<file path="src/rtl/csp_pkg.sv">
`timescale 1ns / 1ps

package csp_pkg;

    typedef logic [7:0] char_t;
    typedef logic [7:0] chan_t;
    typedef logic [1:0] form_t;

    // Result forms
    localparam form_t FORM_HEX6 = 2'd0;
    localparam form_t FORM_HEX3 = 2'd1;
    localparam form_t FORM_RGB  = 2'd2;
    localparam form_t FORM_NONE = 2'd3;

    // Character codes that steer the parse
    localparam char_t CH_HASH   = 8'h23;
    localparam char_t CH_LPAREN = 8'h28;
    localparam char_t CH_RPAREN = 8'h29;
    localparam char_t CH_COMMA  = 8'h2C;
    localparam char_t CH_SPACE  = 8'h20;
    localparam char_t CH_TAB    = 8'h09;
    localparam char_t CH_CR     = 8'h0D;
    localparam char_t CH_ZERO   = 8'h30;
    localparam char_t CH_NINE   = 8'h39;
    localparam char_t CH_UA     = 8'h41;
    localparam char_t CH_UB     = 8'h42;
    localparam char_t CH_UF     = 8'h46;
    localparam char_t CH_UG     = 8'h47;
    localparam char_t CH_UR     = 8'h52;
    localparam char_t CH_LA     = 8'h61;
    localparam char_t CH_LZ     = 8'h7A;
    localparam char_t CASE_GAP  = 8'h20;

endpackage

</file>
<file path="src/rtl/csp_if.sv">
`timescale 1ns / 1ps

interface csp_in_if
    import csp_pkg::*;
();
    logic  valid;
    logic  ready;
    char_t char_code;
    logic  last_char;

    modport source (output valid, output char_code, output last_char, input ready);
    modport sink   (input valid, input char_code, input last_char, output ready);
endinterface

interface csp_out_if
    import csp_pkg::*;
();
    logic  valid;
    logic  ready;
    logic  matched;
    form_t form;
    chan_t red;
    chan_t green;
    chan_t blue;

    modport source (output valid, output matched, output form, output red, output green,
                    output blue, input ready);
    modport sink   (input valid, input matched, input form, input red, input green,
                    input blue, output ready);
endinterface

</file>
<file path="src/rtl/color_string_parser.sv">
`timescale 1ns / 1ps
// Path: a last character is held in the input register, then the parse logic writes the
// result register once the result slot is free; the parse state updates in a single pass.
// Throughput: one character per cycle unless a last character waits for a full result slot.
// Reset: rst_n clears both valid flags and the whole parse state to start of string.
// After every last character the parse state returns to start of string.
module color_string_parser
    import csp_pkg::*;
(
    input  logic            clk,
    input  logic            rst_n,
    csp_in_if.sink          chars,
    csp_out_if.source       colors
);

    localparam logic [3:0] PH_START    = 4'd0;
    localparam logic [3:0] PH_HASH     = 4'd1;
    localparam logic [3:0] PH_HEX      = 4'd2;
    localparam logic [3:0] PH_R        = 4'd3;
    localparam logic [3:0] PH_RG       = 4'd4;
    localparam logic [3:0] PH_RGB      = 4'd5;
    localparam logic [3:0] PH_PRE_NUM  = 4'd6;
    localparam logic [3:0] PH_NUM      = 4'd7;
    localparam logic [3:0] PH_POST_NUM = 4'd8;
    localparam logic [3:0] PH_CLOSED   = 4'd9;
    localparam logic [3:0] PH_FAIL     = 4'd10;

    // Input register
    logic        stage_valid_reg;
    char_t       char_reg;
    logic        last_reg;

    // Parse state
    logic [3:0]  phase_reg,     phase_next;
    logic [2:0]  hex_cnt_reg,   hex_cnt_next;
    logic [23:0] hex_acc_reg,   hex_acc_next;
    logic [9:0]  dec_acc_reg,   dec_acc_next;
    logic [1:0]  dec_cnt_reg,   dec_cnt_next;
    logic [1:0]  chan_idx_reg,  chan_idx_next;
    chan_t       red_hold_reg,  red_hold_next;
    chan_t       green_hold_reg, green_hold_next;

    // Result register
    logic        out_valid_reg;
    logic        matched_reg,   matched_next;
    form_t       form_reg,      form_next;
    chan_t       red_reg,       red_next;
    chan_t       green_reg,     green_next;
    chan_t       blue_reg,      blue_next;

    logic        out_free;
    logic        step;
    char_t       c;
    logic        is_hex;
    logic [3:0]  hex_val;
    logic        is_digit;
    logic        is_space;
    logic [3:0]  digit_val;
    logic [9:0]  dec_mac;

    // Handshake: the stage moves on unless a last character waits for a full result slot
    assign out_free    = !out_valid_reg || colors.ready;
    assign step        = stage_valid_reg && (!last_reg || out_free);
    assign chars.ready = !stage_valid_reg || step;

    assign colors.valid   = out_valid_reg;
    assign colors.matched = matched_reg;
    assign colors.form    = form_reg;
    assign colors.red     = red_reg;
    assign colors.green   = green_reg;
    assign colors.blue    = blue_reg;

    // Fold case and classify the character
    always_comb
    begin
        c = char_reg;
        if (char_reg >= CH_LA && char_reg <= CH_LZ)
        begin
            c = char_reg - CASE_GAP;
        end
        is_digit  = (c >= CH_ZERO) && (c <= CH_NINE);
        is_space  = (c == CH_SPACE) || ((c >= CH_TAB) && (c <= CH_CR));
        digit_val = 4'(c - CH_ZERO);
        is_hex    = is_digit || ((c >= CH_UA) && (c <= CH_UF));
        hex_val   = is_digit ? digit_val : 4'(c - CH_UA + 8'd10);
        dec_mac   = 10'((dec_acc_reg << 3) + (dec_acc_reg << 1)) + {6'd0, digit_val};
    end

    // Advance the parse state by one character
    always_comb
    begin
        phase_next      = phase_reg;
        hex_cnt_next    = hex_cnt_reg;
        hex_acc_next    = hex_acc_reg;
        dec_acc_next    = dec_acc_reg;
        dec_cnt_next    = dec_cnt_reg;
        chan_idx_next   = chan_idx_reg;
        red_hold_next   = red_hold_reg;
        green_hold_next = green_hold_reg;

        unique case (phase_reg)
            PH_START, PH_HASH, PH_HEX:
            begin
                if (phase_reg == PH_START && c == CH_HASH)
                begin
                    phase_next = PH_HASH;
                end
                else if (phase_reg == PH_START && c == CH_UR)
                begin
                    phase_next = PH_R;
                end
                else if (is_hex && hex_cnt_reg < 3'd6)
                begin
                    hex_acc_next = {hex_acc_reg[19:0], hex_val};
                    hex_cnt_next = hex_cnt_reg + 3'd1;
                    phase_next   = PH_HEX;
                end
                else
                begin
                    phase_next = PH_FAIL;
                end
            end
            PH_R:   phase_next = (c == CH_UG) ? PH_RG : PH_FAIL;
            PH_RG:  phase_next = (c == CH_UB) ? PH_RGB : PH_FAIL;
            PH_RGB: phase_next = (c == CH_LPAREN) ? PH_PRE_NUM : PH_FAIL;
            PH_PRE_NUM:
            begin
                if (is_digit)
                begin
                    dec_acc_next = {6'd0, digit_val};
                    dec_cnt_next = 2'd1;
                    phase_next   = PH_NUM;
                end
                else if (!is_space)
                begin
                    phase_next = PH_FAIL;
                end
            end
            PH_NUM, PH_POST_NUM:
            begin
                if (phase_reg == PH_NUM && is_digit)
                begin
                    if (dec_cnt_reg < 2'd3)
                    begin
                        dec_acc_next = dec_mac;
                        dec_cnt_next = dec_cnt_reg + 2'd1;
                    end
                    else
                    begin
                        phase_next = PH_FAIL;
                    end
                end
                else if (is_space)
                begin
                    phase_next = PH_POST_NUM;
                end
                else if (c == CH_COMMA && chan_idx_reg < 2'd2)
                begin
                    // close a channel and start the next number
                    if (chan_idx_reg == 2'd0)
                    begin
                        red_hold_next = dec_acc_reg[7:0];
                    end
                    else
                    begin
                        green_hold_next = dec_acc_reg[7:0];
                    end
                    chan_idx_next = chan_idx_reg + 2'd1;
                    dec_acc_next  = '0;
                    dec_cnt_next  = '0;
                    phase_next    = PH_PRE_NUM;
                end
                else if (c == CH_RPAREN && chan_idx_reg == 2'd2)
                begin
                    phase_next = PH_CLOSED;
                end
                else
                begin
                    phase_next = PH_FAIL;
                end
            end
            default: phase_next = PH_FAIL;
        endcase
    end

    // Build the result from the advanced state
    always_comb
    begin
        form_next  = FORM_NONE;
        red_next   = '0;
        green_next = '0;
        blue_next  = '0;
        priority if (phase_next == PH_HEX && hex_cnt_next == 3'd6)
        begin
            form_next  = FORM_HEX6;
            red_next   = hex_acc_next[23:16];
            green_next = hex_acc_next[15:8];
            blue_next  = hex_acc_next[7:0];
        end
        else if (phase_next == PH_HEX && hex_cnt_next == 3'd3)
        begin
            form_next  = FORM_HEX3;
            red_next   = {hex_acc_next[11:8], hex_acc_next[11:8]};
            green_next = {hex_acc_next[7:4], hex_acc_next[7:4]};
            blue_next  = {hex_acc_next[3:0], hex_acc_next[3:0]};
        end
        else if (phase_next == PH_CLOSED)
        begin
            form_next  = FORM_RGB;
            red_next   = red_hold_next;
            green_next = green_hold_next;
            blue_next  = dec_acc_next[7:0];
        end
        else
        begin
            form_next = FORM_NONE;
        end
        matched_next = (form_next != FORM_NONE);
    end

    // Capture the incoming request
    always_ff @(posedge clk or negedge rst_n)
    begin
        if (!rst_n)
        begin
            stage_valid_reg <= 1'b0;
        end
        else if (chars.ready)
        begin
            stage_valid_reg <= chars.valid;
        end
    end

    always_ff @(posedge clk)
    begin
        if (chars.valid && chars.ready)
        begin
            char_reg <= chars.char_code;
            last_reg <= chars.last_char;
        end
    end

    // Update the parse state; drop back to start of string after the last character
    always_ff @(posedge clk or negedge rst_n)
    begin
        if (!rst_n)
        begin
            phase_reg      <= PH_START;
            hex_cnt_reg    <= '0;
            hex_acc_reg    <= '0;
            dec_acc_reg    <= '0;
            dec_cnt_reg    <= '0;
            chan_idx_reg   <= '0;
            red_hold_reg   <= '0;
            green_hold_reg <= '0;
        end
        else if (step)
        begin
            if (last_reg)
            begin
                phase_reg      <= PH_START;
                hex_cnt_reg    <= '0;
                hex_acc_reg    <= '0;
                dec_acc_reg    <= '0;
                dec_cnt_reg    <= '0;
                chan_idx_reg   <= '0;
                red_hold_reg   <= '0;
                green_hold_reg <= '0;
            end
            else
            begin
                phase_reg      <= phase_next;
                hex_cnt_reg    <= hex_cnt_next;
                hex_acc_reg    <= hex_acc_next;
                dec_acc_reg    <= dec_acc_next;
                dec_cnt_reg    <= dec_cnt_next;
                chan_idx_reg   <= chan_idx_next;
                red_hold_reg   <= red_hold_next;
                green_hold_reg <= green_hold_next;
            end
        end
    end

    // Hold the result until it is taken
    always_ff @(posedge clk or negedge rst_n)
    begin
        if (!rst_n)
        begin
            out_valid_reg <= 1'b0;
        end
        else if (step && last_reg)
        begin
            out_valid_reg <= 1'b1;
        end
        else if (colors.ready)
        begin
            out_valid_reg <= 1'b0;
        end
    end

    always_ff @(posedge clk)
    begin
        if (step && last_reg)
        begin
            matched_reg <= matched_next;
            form_reg    <= form_next;
            red_reg     <= red_next;
            green_reg   <= green_next;
            blue_reg    <= blue_next;
        end
    end

    // Checks
    a_match_form: assert property (@(posedge clk) disable iff (!rst_n)
        colors.valid |-> (colors.matched == (colors.form != FORM_NONE)))
        else $error("matched flag disagrees with form");

    a_nomatch_zero: assert property (@(posedge clk) disable iff (!rst_n)
        (colors.valid && !colors.matched) |->
            (colors.red == 8'd0 && colors.green == 8'd0 && colors.blue == 8'd0))
        else $error("unmatched result carries nonzero channels");

    a_restart: assert property (@(posedge clk) disable iff (!rst_n)
        (step && last_reg) |=> (phase_reg == PH_START && hex_cnt_reg == 3'd0
                                && chan_idx_reg == 2'd0 && out_valid_reg))
        else $error("state not back to start after last character");

    a_mid_flow: assert property (@(posedge clk) disable iff (!rst_n)
        (stage_valid_reg && !last_reg) |-> chars.ready)
        else $error("stall on a character that makes no result");

    a_hex_cnt: assert property (@(posedge clk) disable iff (!rst_n)
        hex_cnt_reg <= 3'd6)
        else $error("hex digit count out of range");

endmodule

</file>
<file path="src/flat_wrapper.sv">
// flat-port wrapper written by rule: the top's interface ports become plain ports
module color_string_parser_flat import csp_pkg::*;
  (clk, rst_n, chars_valid, chars_char_code, chars_last_char, chars_ready, colors_valid, colors_matched, colors_form, colors_red, colors_green, colors_blue, colors_ready);
  csp_in_if chars_i ();
  csp_out_if colors_i ();
  input  logic clk;
  input  logic rst_n;
  input wire logic [$bits(chars_i.valid)-1:0] chars_valid;
  input wire logic [$bits(chars_i.char_code)-1:0] chars_char_code;
  input wire logic [$bits(chars_i.last_char)-1:0] chars_last_char;
  output wire logic [$bits(chars_i.ready)-1:0] chars_ready;
  output wire logic [$bits(colors_i.valid)-1:0] colors_valid;
  output wire logic [$bits(colors_i.matched)-1:0] colors_matched;
  output wire logic [$bits(colors_i.form)-1:0] colors_form;
  output wire logic [$bits(colors_i.red)-1:0] colors_red;
  output wire logic [$bits(colors_i.green)-1:0] colors_green;
  output wire logic [$bits(colors_i.blue)-1:0] colors_blue;
  input wire logic [$bits(colors_i.ready)-1:0] colors_ready;
  assign chars_i.valid = chars_valid;
  assign chars_i.char_code = chars_char_code;
  assign chars_i.last_char = chars_last_char;
  assign chars_ready = chars_i.ready;
  assign colors_valid = colors_i.valid;
  assign colors_matched = colors_i.matched;
  assign colors_form = colors_i.form;
  assign colors_red = colors_i.red;
  assign colors_green = colors_i.green;
  assign colors_blue = colors_i.blue;
  assign colors_i.ready = colors_ready;
  color_string_parser u_core (.clk(clk), .rst_n(rst_n), .chars(chars_i), .colors(colors_i));
endmodule
</file>
<file path="config.mk">
export PLATFORM = sky130hd
export DESIGN_NAME = color_string_parser_flat
export DESIGN_NICKNAME = d
export VERILOG_FILES = /design/src/rtl/csp_pkg.sv /design/src/rtl/csp_if.sv /design/src/rtl/color_string_parser.sv /design/src/flat_wrapper.sv
export SDC_FILE = /design/constraint.sdc
export NUM_CORES = 1
export LEC_CHECK = 0
export BUFFER_PORTS_ARGS = -buffer_cell sky130_fd_sc_hd__buf_2
export CAP_MARGIN = 30
export CORE_UTILIZATION = 65
export CTS_BUF_LIST = sky130_fd_sc_hd__clkbuf_8
export DETAILED_ROUTE_END_ITERATION = 7
export PLACE_DENSITY = 0.85
export SLEW_MARGIN = 20
export SYNTH_ARGS = -nofsm -noshare
export SYNTH_HDL_FRONTEND = slang
export SYNTH_SLANG_ARGS = --single-unit
</file>
<file path="constraint.sdc">
create_clock -name clk -period 7.3 [get_ports clk]
set_input_delay 1.46 -clock clk [delete_from_list [all_inputs] [get_ports clk]]
set_output_delay 1.46 -clock clk [all_outputs]
set_load 0.03 [all_outputs]
</file>
Yosys cells after proc, flatten, opt, wreduce, memory -nomap -nowiden
Index checks and enable logic that the tools add are counted.
Word-level totals
  bits in registers: 97
Operators by class
  add/sub/neg operators: 9
  $lt $le $gt $ge: 11
  equal/unequal tests: 28
  multiplexer cells: 72
  reduce and logical (&&, ||, !) cells: 33
Operators by type and width (number)
  $mux W8: 22
  $mux W24: 5
  $mux W4: 14
  $mux W9: 6
  $eq A8 B6 Y1 const B: 5
  $mux W2: 14
  $eq A8 B7 Y1 const B: 3
  $pmux W4 S6: 1
  $pmux W9 S2: 1
  $eq A4 B3 Y1 const B: 4
  $ge A8 B7 Y1 const B: 2
  $le A8 B7 Y1 const B: 2
  $logic_and A1 B1 Y1: 15
  $mux W3: 5
  $eq A4 B2 Y1 const B: 3
  $add A9 B4 Y9: 1
  $add A9 B9 Y9: 1
  $eq A4 B4 Y1 const B: 2
  $ge A8 B4 Y1 const B: 1
  $ge A8 B6 Y1 const B: 1
  $le A8 B4 Y1 const B: 1
  $le A8 B6 Y1 const B: 1
  $ne A4 B3 Y1 const B: 2
  $sub A4 B1 Y4 const B: 2
  other kinds (26): 39

Longest topological paths before layout
  word-level depth: 16
  gate-level depth with buffers: 12
  mapped depth without buffers: 11

Worst setup path before layout
OpenSTA, ideal clock, no wires.
  path kind: input port to flip-flop
  start: input colors_ready
  end: register u_core.blue_reg[0], in the netlist u_core.colors.blue[0] (enable)
  data arrival time: 3.127 ns
  required time: 6.886 ns
  setup slack: 3.759 ns
  cell stages on the path: 4
  path buffers: 1
  path through: or3_1 nand2_1 clkbuf_1 nor2_1
Between the ends
  word-level cells in the longest chain between the ends: 4
Ends and longest elaborated chain
  start, declared: line flat_wrapper.sv:18  | input wire logic [$bits(colors_i.ready)-1:0] colors_ready;
  $logic_or A1 B1 Y1: line color_string_parser.sv:62  | assign out_free = !out_valid_reg || colors.ready;
  $logic_or A1 B1 Y1: line color_string_parser.sv:63  | assign step = stage_valid_reg && (!last_reg || out_free);
  $logic_and A1 B1 Y1: line color_string_parser.sv:63
  $logic_and A1 B1 Y1: line color_string_parser.sv:303  | if (step && last_reg)
  end signal, assigned: line color_string_parser.sv:309  | blue_reg <= blue_next;
  end, declared: line color_string_parser.sv:49  | chan_t blue_reg, blue_next;
Every way passes these cells.
A chain may end at the register's enable or synchronous reset.

Worst setup path in the final report
  start: register u_core.char_reg[1]
  end: register u_core.matched_reg, in the netlist u_core.colors.matched, data pin
Between the ends
  word-level cells in the longest chain between the ends: 16
  elaborated cells on any way between the ends: 57
  classes of those cells: 1 x add/sub; 8 x order compare; 13 x eq/ne; 21 x mux; 14 x reduce/logical
Ends and longest elaborated chain
  start, declared: line color_string_parser.sv:30  | char_t char_reg;
  start signal, assigned: line color_string_parser.sv:238  | char_reg <= chars.char_code;
  $ge A8 B7 Y1 or $le A8 B7 Y1 (tied branches): line color_string_parser.sv:77  | if (char_reg >= CH_LA && char_reg <= CH_LZ)
  $logic_and A1 B1 Y1: line color_string_parser.sv:77
  $mux W8 (*): line color_string_parser.sv:77
  $ge A8 B6 Y1, or another cell as far along: line color_string_parser.sv:81  | is_digit = (c >= CH_ZERO) && (c <= CH_NINE);
  $logic_and A1 B1 Y1 (on tied branches): line color_string_parser.sv:81, color_string_parser.sv:84
  $logic_or A1 B1 Y1: line color_string_parser.sv:84  | is_hex = is_digit || ((c >= CH_UA) && (c <= CH_UF));
  $logic_and A1 B1 Y1: line color_string_parser.sv:112  | else if (is_hex && hex_cnt_reg < 3'd6)
  $mux W4 or $mux W3 (tied branches): line color_string_parser.sv:112
  $mux W4 or $mux W3 (tied branches): line color_string_parser.sv:108  | else if (phase_reg == PH_START && c == CH_UR)
  $mux W4 or $mux W3 (tied branches): line color_string_parser.sv:104  | if (phase_reg == PH_START && c == CH_HASH)
  $pmux W4 S6 or $mux W3 (tied branches): line color_string_parser.sv:101  | unique case (phase_reg)
  $eq A4 B4 Y1, or another cell as far along: line color_string_parser.sv:207  | else if (phase_next == PH_CLOSED)
  $mux W1 or $logic_and A1 B1 Y1 (tied branches): line color_string_parser.sv:207, color_string_parser.sv:200
  $mux W2: line color_string_parser.sv:200  | else if (phase_next == PH_HEX && hex_cnt_next == 3'd3)
  $mux W2 (*): line color_string_parser.sv:193  | priority if (phase_next == PH_HEX && hex_cnt_next == 3'd6)
  $ne A2 B2 Y1 (*): line color_string_parser.sv:218  | matched_next = (form_next != FORM_NONE);
  named net u_core.matched_next: line color_string_parser.sv:45  | logic matched_reg, matched_next;
  end signal, assigned: line color_string_parser.sv:305  | matched_reg <= matched_next;
  end, declared: line color_string_parser.sv:45
The timed path passes the listed nets; every way through them passes the cells marked *.

==> run metrics <==
status complete, no violations; dominant cell type by area after synthesis dfrtp_1; Worst setup EP type flop; main combinational cell family by area after synthesis compound AO/OA/AOI/OAI gates; initial antenna violation count 0; PostCTS Resize Cnt 0; Synth Area in Compound Gates 0.251; clock root buffer clkbuf_8; max FFs per register 20; grt ovf 0; Max-cap violations 0; r2r startpoint u_core.char_reg[1]; WS Path Type reg2reg; CP Data Required Time 7390 ps; crit share post-route 0.480; H-tree depth 3; # hold bufs at CTS 0; post-synthesis sequential area ratio 0.453; Post-Synth Adder-Cell Area 0.0547; Slew headroom 0.434; via density per instance approximately 6.8; CTS sink cnt 93; GP Congestion 0.932; Mapped Cells approximately 560; worst ir drop on vdd 0.000171 V; Synth Cell Area 5540 µm²; Residual DRC 0; Critical Path AT 3590 ps; Synth top area share 0.258; Register-to-Register Path Depth 8; share of cells above drive strength 1 0.142; crit path max fanout 21; filler cell count 579; met1 Use GR 0.492; first-iteration detailed-routing DRC count 552; met2 Use GR 0.495; grt peak-use layer met2; total CTS buffers 9; Fin. Hold Viols 0; synth cell count leaders o21ai_0 (68), nand2_1 (67), dfrtp_1 (57); wire per inst about 20 µm; xor-xnor portion of the synthesized cell area 0.0158; Simple-Gate Fraction of Synth Area 0.157; HP Start u_core.green_hold_reg[5]; IO Pins 42; Post-Route Utilization 0.723; starting density of the core 0.674; clock transition at the registers of the reported paths about 100 ps; Mean Syn Cell Area 9.87 µm²; Synth-to-Final Area Change 7.18%; first-pass GRT wire length approximately 22000 µm; Synthesis Warnings 0; Startpoint Class flop; power density cells 194 nW/µm²; met3 usage 0.0477; Leakage Power 2.40 nW; Die W roughly 94 µm; gr usage total 0.329; prevailing post-synth register cell dfrtp_1; Distinct cells, synth 75; largest net degree at the start of global routing 58; Final Slew Violations 0; Reg-to-Reg End u_core.colors.matched; port bufs between 40 and 50; Hold Path Depth 2; Max Root-Sink Buffers 2; Clock Skew roughly 13 ps; CTS tree yes; Net Count, Synth 597; Reg2Reg Setup Slack 3790 ps; #FFs+latches synth 93; fraction of registers with async set/reset 0.613; DP HPWL 9880 µm; Post-synth EDFFs 36; die area 8890 µm²; diode count 0; Core ar. 8220 µm²; setup violators final 0; Slew @ Worst Pin 847 ps; most frequent cell after synthesis o21ai_0; TNS Setup 0 ps; Worst Hold End u_core.green_hold_reg[5]; Rows 33; number of global-route vias before repair 4263; final wirelength 13900 µm; Tightest Hold Check Type reg2reg; post-synthesis mux area share 0.0307; DR vias 4733; setup bufs post-CTS 0; top cells by area, synth dfrtp_1 (26%), edfxtp_1 (20%), o21ai_0 (6.1%); fmax 285 MHz; Post-DRT Antenna Nets 0; Die Y 94.3 µm; Nets 617; worst skew pair latency about 380 ps; RSZ-0062 raised after global routing false; drt pass-1 iters 5; Final min period 3510 ps
report_power, final:
part / total, W / switching, W / internal [W] / leakage [nW]
Clock: 0.000326 / 0.000197 / 0.000129 / 0.0898
Combinational: 0.000196 / 0.000131 / 0.0000648 / 1.18
Sequential: 0.000632 / 0.0000573 / 0.000575 / 1.13
cell usage in the layout (no fill, tap or decap), types with 20 or more instances in the layout:
| master | synthesis | layout |
|---|---|---|
| nor2_1 | 27 | 26 |
| nand2_1 | 67 | 66 |
| ha_1 | 21 | 21 |
| edfxtp_1 | 36 | 36 |
| a211oi_1 | 24 | 24 |
| dfrtp_1 | 57 | 57 |
| o22a_1 | 20 | 20 |
| buf_2 | 10 | 41 |
| a21oi_1 | 31 | 31 |
| o21ai_0 | 68 | 68 |
metal layers:
metal	vias to the layer above	wire [µm]	share of wire
met1	2282	6000	0.43
met4	0	259	0.019
met5	-	0	0
li1	2145	-	-
met2	274	6390	0.46
met3	32	1260	0.091
per-stage QoR:
step	hold WS [ps]	cells	worst slack, ps	cell area [µm²]	power (W)
2_1_floorplan	449	561	3760	5540	0.000771
3_3_place_gp	461	674	3860	5750	0.000820
3_5_place_dp	475	675	3750	5760	0.000830
4_1_cts	498	691	3810	5940	0.00115
5_1_grt	518	691	3610	5940	0.00120
6_report	493	691	3790	5940	0.00115
worst max path at each step:
| stage | startpoint | endpoint | slack (ps) | cells after the start |
|---|---|---|---|---|
| 6_report | u_core.char_reg[1] | u_core.colors.matched | 3790 | 8 |
| 5_1_grt | u_core.char_reg[1] | u_core.colors.matched | 3610 | 8 |
| 4_1_cts | colors_ready | chars_ready | 3810 | 3 |
| 3_5_place_dp | colors_ready | u_core.hex_acc_reg[19] | 3750 | 8 |
| 3_3_place_gp | colors_ready | chars_ready | 3860 | 3 |
| 2_1_floorplan | colors_ready | u_core.colors.blue[0] | 3760 | 4 |
kinds of logic (layout without fill, tap and decap cells):
kind of cell / Yosys count / in the layout
simple gates: 160 / 160
buf+inv: 50 / 75
fa+ha+maj: 23 / 23
compound gates: 208 / 208
xor+xnor: 10 / 10
mux: 17 / 17
flops: 93 / 93
critical path, stage by stage (launching register included):
cell and delay [ps]:
edfxtp_1 560, inv_1 170, ha_1 280, o21bai_1 140, a21o_1 290, nor3_2 520, o2111a_1 760, and2_1 360
o21ai_0 130
area by class of cell:
cell class	instances	area, µm²	share of cell area
Inverter	13	48.8	0.00822
Clock inverter	7	57.6	0.00969
Multi-Input combinational cell	418	2830	0.476
Timing Repair Buffer	46	243	0.0409
Clock buffer	9	124	0.0209
Tap cell	105	131	0.0221
Sequential cell	93	2510	0.422
Power figures use the tool's default switching activity.
